**src/rtl/core/qvr_sat.sv**
```systemverilog
`timescale 1ns / 1ps
`default_nettype none

module qvr_sat #(
  parameter int unsigned VW = 16,
  parameter int unsigned RW = 28
) (
  input  logic                 clk,
  input  logic                 rst_n,
  input  logic                 in_valid,
  output logic                 in_ready,
  input  logic signed [RW-1:0] r_i   [3],
  output logic                 out_valid,
  input  logic                 out_ready,
  output logic signed [VW-1:0] rot_o [3],
  output logic                 clip_o
);
  localparam logic signed [VW-1:0] SAT_MAX = {1'b0, {(VW - 1){1'b1}}};
  localparam logic signed [VW-1:0] SAT_MIN = {1'b1, {(VW - 1){1'b0}}};

  logic                 vld_r;
  logic signed [VW-1:0] rot_r   [3];
  logic signed [VW-1:0] rot_nxt [3];
  logic                 clip_r;
  logic                 clip_nxt;
  logic [RW-VW:0]       top_bits [3];
  logic [2:0]           over;
  logic                 en;

  assign en       = !vld_r || out_ready;
  assign in_ready = en;

  always_comb begin
    for (int k = 0; k < 3; k++) begin
      top_bits[k] = r_i[k][RW-1:VW-1];
      over[k]     = !((&top_bits[k]) || !(|top_bits[k]));
      if (over[k]) begin
        rot_nxt[k] = r_i[k][RW-1] ? SAT_MIN : SAT_MAX;
      end else begin
        rot_nxt[k] = r_i[k][VW-1:0];
      end
    end
    clip_nxt = |over;
  end

  always_ff @(posedge clk) begin
    if (!rst_n) begin
      vld_r <= 1'b0;
    end else if (en) begin
      vld_r <= in_valid;
    end
  end

  always_ff @(posedge clk) begin
    if (en && in_valid) begin
      rot_r  <= rot_nxt;
      clip_r <= clip_nxt;
    end
  end

  assign out_valid = vld_r;
  assign rot_o     = rot_r;
  assign clip_o    = clip_r;

endmodule

`default_nettype wire

```
**config.mk**
```make
export PLATFORM = sky130hd
export DESIGN_NAME = qvr_sat
export DESIGN_NICKNAME = d
export VERILOG_FILES = /design/src/rtl/core/qvr_sat.sv
export SDC_FILE = /design/constraint.sdc
export NUM_CORES = 1
export LEC_CHECK = 0
export BUFFER_PORTS_ARGS = -buffer_cell sky130_fd_sc_hd__buf_2
export CAP_MARGIN = 20
export CORE_MARGIN = 2
export CORE_UTILIZATION = 30
export CTS_CLUSTER_SIZE = 16
export DETAILED_ROUTE_END_ITERATION = 12
export HOLD_SLACK_MARGIN = 0.12
export PLACE_DENSITY_LB_ADDON = 0.05
export RECOVER_POWER = 25
export SLEW_MARGIN = 5
export SYNTH_ARGS = -nofsm -noshare
export SYNTH_HDL_FRONTEND = slang
export SYNTH_SLANG_ARGS = --single-unit
export TNS_END_PERCENT = 50
```
**constraint.sdc**
```tcl
create_clock -name clk -period 2.6 [get_ports clk]
set_input_delay 0 -clock clk [delete_from_list [all_inputs] [get_ports clk]]
set_output_delay 0 -clock clk [all_outputs]
set_load 0.01 [all_outputs]
```
==> out/results.ini <==
[min_path]
hp-class = in -> out

[detailed_routing]
drc_errors = 0
dr.pass1.iters = 4
ant_nets = 0
viasPerCell = 4.42
initialDrtViolationCount = 62
wirelength_um = 5670
vias = 1905
wl_per_cell_um = 13.2

[power_and_ir_drop]
power_density_nw_per_um2 = 491
p_leak_uw = 0.00160
p_sw_share_pct = 22.2
switchingPower_uw = 387
vdd_drop_max_mv = 0.189
pwr-share-seq_pct = 54.4
clkPwrFrac_pct = 29.6
p_int_uw = 1360
comb_power_share_pct = 16.0

[floorplanning]
die_w_um = 89.5
num_io_pins = 139
fp-row-count = 31
die_area_um2 = 8020
core-area_um2 = 7180
start_util_pct = 30.6
die_h_um = 89.5

[place]
dp_worst_setup_slack_ns = 0.846
gp_congestion = 0.766
io_buffers = 138
placedCellCount = 371
dpl.hpwl_um = 3770

[clock_tree]
post_cts_buffers = 0
clockBufferDepth = 2
cts_tree = yes
cts_max_level = 2
cts_resized = 0
clk_latency_ns = 0.29
cts_root_buf = clkbuf_8
clk_pin_slew_ns = 0.09
numCtsBuffers = 5
ctsHoldBuffers = 50
cts.sinks = 50

[synthesis]
synth_fp_nets = 230
synth-warning-count = 0
synth_cell_type_count = 21
ys_ff_latch = 50
netlist_area_um2 = 2190
syn_avg_cell_area_um2 = 15.5
syn_inst = 142
synth_area_leaders = edfxtp_1, a21o_1, nor4_4
synth_area_leader_cell = edfxtp_1
ys_seq_area_share_pct = 68.0
synth_edf_count = 49
synthArstFlopShare_pct = 0
synth_top_cell_area_share_pct = 67.0
synth_ff_type = edfxtp_1

[timing]
worst_pin_slew_ns = 1.05
fin_crit_ns = 1.80
setup_ws_ns = 0.797
max_freq_mhz = 555
final-setup-viol-count = 0
rsz0062_at_grt = no
timing.final.crit_share_pct = 69.3
slew_headroom_pct = 30.2
hold_violations = 0
finClkSkew_ns = 0.00455
tns_ns = 0
drv_slew = 0

[critical_path]
start_kind = input pin
cp-end-kind = flop
critPathKind = in -> reg
crit_arrival_ns = 1.86
path_max_fanout = 13
cp_slowest_cell = dlygate4sd3_1
worstPathCellList = dlygate4sd3_1 > clkbuf_1 > or4_1 > nor4_4 > a311oi_2 > buf_4 > a21o_1
critical_path_required_ns = 2.66
slowest_delay_ns = 0.53

[finish]
ff_latch_area_um2 = 1490
fill_cells = 677
finalNetCount = 419
drive_gt1_share_pct = 37.3
diodes = 0
postLayoutCoreUtil_pct = 49.5
multi_input_area_um2 = 642
synthToLayoutAreaGrowth_pct = 61.8
final_cells = 431

[status]
status = finished, final reports clean

[global_routing]
antenna_found_initial = 0
grt_max_degree = 29
grt_usage_pct = 13.3
grt_pass1_wl_um = 8210
first_global_vias = 1828
overflow = 0

[job]
maxCapViolCount = 0

## cell families (layout without fill, tap and decap cells)
logic type	Yosys count	after routing	share of synthesized area (%)
compound gates	52	52	19.0
simple gates	30	30	10.2
flops	50	50	68.0
buf+inv	10	200	2.85
## cell type report
type | instances | share of cell area [%]
clock buffer | 8 | 3.10
multi-input combinational | 82 | 18.1
tap | 99 | 3.49
timing repair buffer | 191 | 33.2
sequential | 50 | 42.0
inverter | 1 | 0.106
## per-stage QoR
step / power (µW) / hold slack (ns) / cell area [µm²]
floorplan: 1060 / 0.139 / 2190
global placement: 1190 / 0.236 / 2970
detailed placement: 1200 / 0.231 / 2970
CTS: 1780 / 0.319 / 3580
global route: 1820 / 0.379 / 3550
finish: 1740 / 0.325 / 3550
## per-layer routing
layer | global-route usage (%) | up-vias | part of all wire [%]
met5 | 0 | - | 0
met4 | 3.26 | 0 | 0.92
met3 | 4.25 | 4 | 7.7
met2 | 24.3 | 77 | 52
met1 | 14.9 | 877 | 39
li1 | - | 947 | -
## power by group through the flow
stage          registers (µW)  clock network (µW)  logic (µW)
3_5_place_dp              967                   0         228
5_1_grt                   955                 558         308
6_report                  949                 517         279
3_3_place_gp              967                   0         227
2_1_floorplan             996                   0        64.3
4_1_cts                   949                 540         288
## worst paths after layout
check,depth (start not counted),endpoint,slack [ns],startpoint
max,7,rot_o[18],0.80,r_i[55]
max reg2reg,3,rot_o[8],1.09,out_valid
min reg2reg,2,rot_o[40],1.04,out_valid
min,3,in_ready,0.33,out_ready
## cell usage after synthesis, types with 3 or more instances
master / n
a311oi_2: 3
nor4_4: 3
clkbuf_1: 3
nand4_1: 6
edfxtp_1: 49
nor2_1: 3
nand2_1: 3
a21o_1: 45
a31o_2: 3
nand3_1: 4
nor4_1: 6
## critical path: cells and delay by family
family	cells	cell delay (ns)
buffers and inverters	3	0.89
AND/OR/NAND/NOR	2	0.65
AO/OA/AOI/OAI	2	0.32
## layout by cell type (no fill, tap or decap)
| master | count |
|---|---|
| a21boi_0 | 1 |
| a21o_1 | 45 |
| a311oi_2 | 3 |
| a31o_2 | 3 |
| and2_2 | 1 |
| buf_12 | 1 |
| buf_2 | 101 |
| buf_4 | 2 |
| clkbuf_1 | 37 |
| clkbuf_8 | 8 |
| dfxtp_1 | 1 |
| dlygate4sd3_1 | 50 |
| edfxtp_1 | 49 |
| inv_1 | 1 |
| nand2_1 | 3 |
| nand2b_1 | 1 |
| nand3_1 | 4 |
| nand4_1 | 6 |
| nor2_1 | 3 |
| nor4_1 | 6 |
| nor4_4 | 3 |
| or4_1 | 1 |
| or4_4 | 2 |
## sequential cells by signal, indices dropped and copies added (netlist names)
| signal | cells |
|---|---|
| rot_o | 48 |
| out_valid | 1 |
| clip_o | 1 |
Note: power is estimated with default switching activity, not from simulation.
